--- config.mk ---
export PLATFORM = sky130hd
export DESIGN_NAME = bitmap_block_stream_decoder
export DESIGN_NICKNAME = d
export VERILOG_FILES = /design/src/rtl/bbsd_pkg.sv /design/src/rtl/bitmap_block_stream_decoder.sv /design/src/rtl/bbsd_core.sv
export SDC_FILE = /design/constraint.sdc
export NUM_CORES = 1
export LEC_CHECK = 0
export BUFFER_PORTS_ARGS = -buffer_cell sky130_fd_sc_hd__buf_2
export CAP_MARGIN = 40
export CORE_MARGIN = 5
export CORE_UTILIZATION = 50
export CTS_BUF_LIST = sky130_fd_sc_hd__clkbuf_4 sky130_fd_sc_hd__clkbuf_8
export CTS_CLUSTER_DIAMETER = 40
export DETAILED_ROUTE_END_ITERATION = 16
export HOLD_SLACK_MARGIN = 0.02
export PLACE_DENSITY = 0.72
export RECOVER_POWER = 25
export SETUP_SLACK_MARGIN = 0.02
export SLEW_MARGIN = 20
export SYNTH_ARGS = -nofsm -noshare
export SYNTH_HDL_FRONTEND = slang
export SYNTH_SLANG_ARGS = --single-unit
--- constraint.sdc ---
create_clock -name clk -period 6.7 [get_ports clk]
set_input_delay 0.67 -clock clk [delete_from_list [all_inputs] [get_ports clk]]
set_output_delay 0.67 -clock clk [all_outputs]
set_load 0.1 [all_outputs]
--- src/rtl/bbsd_pkg.sv ---
package bbsd_pkg;

  localparam int ByteW  = 8;
  localparam int CountW = 14;

  // decoder phase, one per byte role inside a block; PH_BITMAP covers all bitmap bytes
  typedef enum logic [2:0] {
    PH_HEADER    = 3'd0,
    PH_COUNT     = 3'd1,
    PH_X1        = 3'd2,
    PH_Y1        = 3'd3,
    PH_EXT_SHORT = 3'd4,
    PH_EXT_X     = 3'd5,
    PH_EXT_Y     = 3'd6,
    PH_BITMAP    = 3'd7
  } phase_t;

  typedef enum logic [1:0] {
    KIND_STATIC = 2'd0,
    KIND_HEADER = 2'd1,
    KIND_BITMAP = 2'd2
  } kind_t;

  // header byte flag positions
  localparam int FlagNew    = 0;
  localparam int FlagFlip   = 1;
  localparam int FlagShort  = 2;
  localparam int FlagStatic = 3;

  typedef struct packed {
    kind_t              kind;
    logic               new_frame;
    logic               flipped;
    logic [ByteW-1:0]   left_x;
    logic [ByteW-1:0]   top_y;
    logic [ByteW-1:0]   extent_x;
    logic [ByteW-1:0]   extent_y;
    logic [ByteW-1:0]   repeat_count;
    logic [ByteW-1:0]   bitmap_byte;
    logic               last_byte;
  } rec_t;

  typedef struct packed {
    logic emit;
    rec_t rec;
  } core_out_t;

endpackage

--- src/rtl/bitmap_block_stream_decoder.sv ---
// Decodes a byte stream of compressed video blocks into records. A header
// byte (bit 0 new frame, bit 1 flipped, bit 2 short extent, bit 3 static,
// bits 7:4 ignored) is followed either by a repeat count byte, which gives a
// static record, or by x1, y1 and an extent (one packed nibble byte when the
// short flag is set, else two bytes), which gives a header record; then the
// ((x2+1)*(y2+1)+7)/8 bitmap bytes of the block come out one record each,
// the final one with last_byte set. The block takes one stream beat every
// clock while stream_stall is low: a beat is held in the input register, the
// decoder updates its state and forms the record from it combinationally,
// and the record is registered in the output register. Beats that close no
// record (header, x1, y1, first extent byte) produce no output beat.
// Both channels use valid/stall; stream_stall rises only when a record waits
// in the output register under record_stall and a beat is held in the input
// register behind it.
// Fields that do not belong to a record's kind read as zero.
module bitmap_block_stream_decoder (
  input  logic        clk,
  input  logic        rst,

  // input stream
  input  logic        stream_valid,
  output logic        stream_stall,
  input  logic [7:0]  stream_byte,

  // record output
  output logic        record_valid,
  input  logic        record_stall,
  output logic [1:0]  record_kind,
  output logic        new_frame,
  output logic        flipped,
  output logic [7:0]  left_x,
  output logic [7:0]  top_y,
  output logic [7:0]  extent_x,
  output logic [7:0]  extent_y,
  output logic [7:0]  repeat_count,
  output logic [7:0]  bitmap_byte,
  output logic        last_byte
);

  // input register
  logic                          in_vld;
  logic [bbsd_pkg::ByteW-1:0]    in_byte;

  // output register
  logic                          out_vld;
  bbsd_pkg::rec_t                out_rec;

  bbsd_pkg::core_out_t           core_res;
  logic                          advance;
  logic                          accept;

  // the held beat moves on whenever the output register is free or draining
  assign advance      = in_vld && (!out_vld || !record_stall);
  assign stream_stall = in_vld && !advance;
  assign accept       = stream_valid && !stream_stall;

  bbsd_core u_core (
    .clk     (clk),
    .rst     (rst),
    .step    (advance),
    .byte_in (in_byte),
    .result  (core_res)
  );

  always_ff @(posedge clk) begin
    if (rst) begin
      in_vld <= 1'b0;
    end else if (accept) begin
      in_vld <= 1'b1;
    end else if (advance) begin
      in_vld <= 1'b0;
    end
  end

  always_ff @(posedge clk) begin
    if (accept) begin
      in_byte <= stream_byte;
    end
  end

  // record register, refilled as soon as the previous record is taken
  always_ff @(posedge clk) begin
    if (rst) begin
      out_vld <= 1'b0;
    end else if (advance) begin
      out_vld <= core_res.emit;
    end else if (!record_stall) begin
      out_vld <= 1'b0;
    end
  end

  always_ff @(posedge clk) begin
    if (advance && core_res.emit) begin
      out_rec <= core_res.rec;
    end
  end

  assign record_valid = out_vld;
  assign record_kind  = out_rec.kind;
  assign new_frame    = out_rec.new_frame;
  assign flipped      = out_rec.flipped;
  assign left_x       = out_rec.left_x;
  assign top_y        = out_rec.top_y;
  assign extent_x     = out_rec.extent_x;
  assign extent_y     = out_rec.extent_y;
  assign repeat_count = out_rec.repeat_count;
  assign bitmap_byte  = out_rec.bitmap_byte;
  assign last_byte    = out_rec.last_byte;

endmodule

--- src/rtl/bbsd_core.sv ---
module bbsd_core (
  input  logic                      clk,
  input  logic                      rst,
  input  logic                      step,
  input  logic [bbsd_pkg::ByteW-1:0] byte_in,
  output bbsd_pkg::core_out_t       result
);

  bbsd_pkg::phase_t                phase, phase_next;
  logic [2:0]                      header_flags, header_flags_next;
  logic [bbsd_pkg::ByteW-1:0]      origin_x, origin_x_next;
  logic [bbsd_pkg::ByteW-1:0]      origin_y, origin_y_next;
  logic [bbsd_pkg::ByteW-1:0]      size_x, size_x_next;
  logic [bbsd_pkg::ByteW-1:0]      size_y, size_y_next;
  logic [bbsd_pkg::CountW-1:0]     bytes_left, bytes_left_next;

  logic [bbsd_pkg::ByteW-1:0]      ext_x, ext_y;
  logic [17:0]                     area;
  logic [17:0]                     area_round;
  logic [bbsd_pkg::CountW-1:0]     block_bytes;
  logic [bbsd_pkg::CountW-1:0]     bl_dec;
  logic                            bl_last;

  // extent as seen on the byte that closes the header
  always_comb begin
    if (phase == bbsd_pkg::PH_EXT_SHORT) begin
      ext_x = {4'd0, byte_in[3:0]};
      ext_y = {4'd0, byte_in[7:4]};
    end else begin
      ext_x = size_x;
      ext_y = byte_in;
    end
  end

  // bitmap length in bytes, rounded up
  assign area        = ({10'd0, ext_x} + 18'd1) * ({10'd0, ext_y} + 18'd1);
  assign area_round  = area + 18'd7;
  assign block_bytes = area_round[16:3];

  assign bl_dec  = (bytes_left != '0) ? bytes_left - 14'd1 : bytes_left;
  assign bl_last = (bl_dec == '0);

  always_comb begin
    phase_next        = phase;
    header_flags_next = header_flags;
    origin_x_next     = origin_x;
    origin_y_next     = origin_y;
    size_x_next       = size_x;
    size_y_next       = size_y;
    bytes_left_next   = bytes_left;
    unique case (phase)
      bbsd_pkg::PH_HEADER: begin
        header_flags_next = byte_in[2:0];
        phase_next = byte_in[bbsd_pkg::FlagStatic] ? bbsd_pkg::PH_COUNT : bbsd_pkg::PH_X1;
      end
      bbsd_pkg::PH_COUNT: begin
        phase_next = bbsd_pkg::PH_HEADER;
      end
      bbsd_pkg::PH_X1: begin
        origin_x_next = byte_in;
        phase_next    = bbsd_pkg::PH_Y1;
      end
      bbsd_pkg::PH_Y1: begin
        origin_y_next = byte_in;
        phase_next = header_flags[bbsd_pkg::FlagShort] ? bbsd_pkg::PH_EXT_SHORT
                                                       : bbsd_pkg::PH_EXT_X;
      end
      bbsd_pkg::PH_EXT_SHORT, bbsd_pkg::PH_EXT_Y: begin
        size_x_next     = ext_x;
        size_y_next     = ext_y;
        bytes_left_next = block_bytes;
        phase_next      = bbsd_pkg::PH_BITMAP;
      end
      bbsd_pkg::PH_EXT_X: begin
        size_x_next = byte_in;
        phase_next  = bbsd_pkg::PH_EXT_Y;
      end
      bbsd_pkg::PH_BITMAP: begin
        bytes_left_next = bl_dec;
        if (bl_last) begin
          phase_next = bbsd_pkg::PH_HEADER;
        end
      end
    endcase
  end

  always_comb begin
    result = '0;
    unique case (phase)
      bbsd_pkg::PH_COUNT: begin
        result.emit             = 1'b1;
        result.rec.kind         = bbsd_pkg::KIND_STATIC;
        result.rec.new_frame    = header_flags[bbsd_pkg::FlagNew];
        result.rec.flipped      = header_flags[bbsd_pkg::FlagFlip];
        result.rec.repeat_count = byte_in;
      end
      bbsd_pkg::PH_EXT_SHORT, bbsd_pkg::PH_EXT_Y: begin
        result.emit          = 1'b1;
        result.rec.kind      = bbsd_pkg::KIND_HEADER;
        result.rec.new_frame = header_flags[bbsd_pkg::FlagNew];
        result.rec.flipped   = header_flags[bbsd_pkg::FlagFlip];
        result.rec.left_x    = origin_x;
        result.rec.top_y     = origin_y;
        result.rec.extent_x  = ext_x;
        result.rec.extent_y  = ext_y;
      end
      bbsd_pkg::PH_BITMAP: begin
        result.emit            = 1'b1;
        result.rec.kind        = bbsd_pkg::KIND_BITMAP;
        result.rec.bitmap_byte = byte_in;
        result.rec.last_byte   = bl_last;
      end
      bbsd_pkg::PH_HEADER, bbsd_pkg::PH_X1, bbsd_pkg::PH_Y1, bbsd_pkg::PH_EXT_X: begin
        result.emit = 1'b0;
      end
    endcase
  end

  always_ff @(posedge clk) begin
    if (rst) begin
      phase        <= bbsd_pkg::PH_HEADER;
      header_flags <= '0;
      origin_x     <= '0;
      origin_y     <= '0;
      size_x       <= '0;
      size_y       <= '0;
      bytes_left   <= '0;
    end else if (step) begin
      phase        <= phase_next;
      header_flags <= header_flags_next;
      origin_x     <= origin_x_next;
      origin_y     <= origin_y_next;
      size_x       <= size_x_next;
      size_y       <= size_y_next;
      bytes_left   <= bytes_left_next;
    end
  end

endmodule
==> reports/metrics.csv <==
metric,value,unit
Top delay family on crit path,adder cells,
# setup viols final,0,
cell mode on critical path,fa_1,
PD cells,154,nW/um^2
GR Overflow Total,0,
clk root buf,clkbuf_8,
clk slew on worst S/H paths,0.11,ns
hold slack,0.486,ns
unrepaired setup endpoints after global routing,no,
Routability Congestion,0.922,
final clock skew,0.0225,ns
post-synth top area cell,edfxtp_1,
Yosys top cell area share,0.242,
worst-margin pin slew,1.85,ns
dominant synthesized flop cell,edfxtp_1,
Mapped Cells,808,
Inserted Clock Buffers,9,
met2 Use GR,0.334,
#FFs+latches synth,107,
Vias,5949,
Pleak,3.65,nW
Residual DRC,0,
endpoint class of the critical path,register,
syn avg cell area,9.38,sq um
clk_lat worst skew,0.37,ns
worst reg2reg startpoint,u_core.phase[2],
Rel. slew slack,-0.235,
starting DRC count in detailed routing,474,
number of synthesis warnings,0,
clk sink count,107,
CP max-delay cell,fa_1,
Die Y,133,um
failing checks,"max-capacitance violations, max-slew violations",
crit-path max cell delay,0.57,ns
Worst setup startpoint,u_core.phase[2],
total track usage,0.207,
startpoint types,register,
vias in the first global route,5855,
share of cells above drive strength 1,0.165,
pin count of the biggest net entering global routing,41,
Tmin final,6.38,ns
1st-pass router iterations,5,
length in cells of the worst reg-to-reg path,24,
"Seq/Total Area, Yosys",0.363,
initial antenna violation count,0,
first-pass GRT wire length,29900,um
Post-Route WL,17800,um
Most Crowded Layer GR,met2,
WS Path Type,register to register,
max-slew violation count,41,
Fin. Hold Viols,0,
asr flop ratio synth,0,
Rows,45,
CTS Buffer Depth,2,
largest cells by area after synthesis,"edfxtp_1 (24%), fa_1 (12%), dfxtp_1 (12%)",
Synthesized Nets,908,
CP Cell Sequence,nor3b_4 > buf_4 > buf_4 > mux2i_4 > inv_1 > ha_1 > and3_1 > xnor2_1 > or2_2 > nor2_1 > fa_1 > fa_1 > fa_1 > inv_1 > fa_1 > inv_1 > ha_1 > a21o_1 > a21o_1 > nor3_2 > a21oi_2 > a211o_1 > a41o_1 > nor3_1,
"Req. time, crit path",7.01,ns
diode count,0,
library cells used by synthesis,65,
hold_sp,stream_byte[2],
CP max FO,8,
min-delay worst type,input pin to register,
NumNets Final,982,
r2r setup slk,0.32,ns
Hold Path End,in_byte[2],
P&R area growth vs syn,12.3,%
worst path buffer plus inverter count,5,
reg2reg end,u_core.bytes_left[13],
I/O pin count,67,
maximum clock rate,157,MHz
post-route setup TNS,0,ns
Post-DRT Antenna Nets,0,
Final Util,0.566,
Post-Syn Area,7580,sq um
Post-synth EDFFs,61,
Core ar.,15000,sq um
"Hold-fix buffers, CTS",0,
"Power, Total",1.31,mW
hold path depth,1,
Final HPWL DP,13400,um
CTS tree,built,
status,finished with violations,
# Max-Cap Violations,1,
H-tree depth,3,
die extent in x,133,um
met3 usage,0.0397,
port bufs,66,
Tcrit/Tclk final,0.952,
"Arr. time, crit path",6.69,ns
met1 GRT Util,0.294,
Worst VDD drop,139,uV
starting density of the core,0.504,
vias per inst,5.53,
drt wl/cell,16.6,um
Die Area,17700,sq um
==> placed cells by master (no fill, tap or decap), types with 5 or more instances in the layout <==
cell type and n:
a211oi_1 5, a21o_1 7, a21oi_1 31, and2_0 5, and2_1 32, and3_1 16, buf_2 63, buf_4 27
clkbuf_1 8, clkbuf_8 9, dfxtp_1 46, edfxtp_1 61, fa_1 47, ha_1 41, inv_1 82, mux2i_1 27
nand2_1 72, nand3_1 19, nor2_1 112, nor3_1 9, nor4_1 5, o21ai_0 20, or2_2 9, xnor2_1 14
xor2_1 17
==> layout make-up <==
| type | instances | area (sq um) |
|---|---|---|
| Inverter | 84 | 315 |
| Tap cell | 188 | 235 |
| Sequential cell | 107 | 2750 |
| Timing Repair Buffer | 101 | 584 |
| Clock inverter | 6 | 80.1 |
| Fill cell | 1312 | 6520 |
| Clock buffer | 10 | 131 |
| Multi-Input combinational cell | 579 | 4410 |
==> what timing repair did <==
item | CTS | global route
setup buffers | 0 | 4
gates resized for setup | 0 | 13
endpoints found under the setup margin | 0 | 8
==> how the worst max path moves through the flow <==
stage / to / slack (ns) / cells after the start
floorplan: u_core.bytes_left[13] / 0.40 / 25
global placement: u_core.bytes_left[13] / 0.24 / 22
detailed placement: u_core.bytes_left[13] / 0.20 / 23
CTS: u_core.bytes_left[13] / 0.16 / 23
global route: u_core.bytes_left[13] / 0.02 / 26
finish: u_core.bytes_left[13] / 0.32 / 24
==> sequential cells by signal, summed over array words and instances (netlist names) <==
name and cells:
record_valid 1, u_core.bytes_left 14, new_frame 1, top_y 8, u_core.origin_y 8, extent_x 8, extent_y 8, in_vld 1
flipped 1, record_kind 2, left_x 8, u_core.phase 3, u_core.header_flags 3, u_core.size_x 8, in_byte 8, last_byte 1
u_core.origin_x 8, bitmap_byte 8, repeat_count 8
==> per-layer routing <==
layer  vias to the layer above  wire, um
met4                         0       339
met1                      2829      8090
met2                       210      8240
li1                       2880         -
met5                         -         0
met3                        30      1160
==> kinds of logic after synthesis <==
kind of cell / Yosys count / synth area share
AND/OR/NAND/NOR: 320 / 0.211
adder cells (fa/ha/maj): 88 / 0.192
buffers and inverters: 122 / 0.0624
XOR/XNOR: 31 / 0.0358
flip-flops: 107 / 0.363
multiplexers: 31 / 0.0410
AO/OA/AOI/OAI: 109 / 0.0949
==> report_power, final <==
part	internal (mW)	switching (mW)	leakage, nW
registers	0.704	0.00899	0.864
logic	0.0496	0.138	2.68
clock network	0.184	0.230	0.104
total	0.938	0.377	3.65
==> stage by stage <==
stage / instances / setup WS, ns / cell area [sq um]
2_1_floorplan: 808 / 0.405 / 7580
3_3_place_gp: 1048 / 0.244 / 8180
3_5_place_dp: 1051 / 0.204 / 8230
4_1_cts: 1067 / 0.162 / 8440
5_1_grt: 1075 / 0.0247 / 8510
6_report: 1075 / 0.321 / 8510
==> cells in the mapped netlist, types with 5 or more instances <==
cell type,n
or2_2,9
mux2i_1,31
nor3_1,11
fa_1,47
edfxtp_1,61
nor2_1,114
ha_1,41
and2_1,37
clkbuf_1,32
inv_1,83
nand2_1,72
xor2_1,17
a21o_1,7
o21ai_0,21
xnor2_1,14
and3_1,16
nand3_1,19
nor4_1,5
dfxtp_1,46
a21oi_1,32
a211oi_1,5
Power figures use the tool's default switching activity.
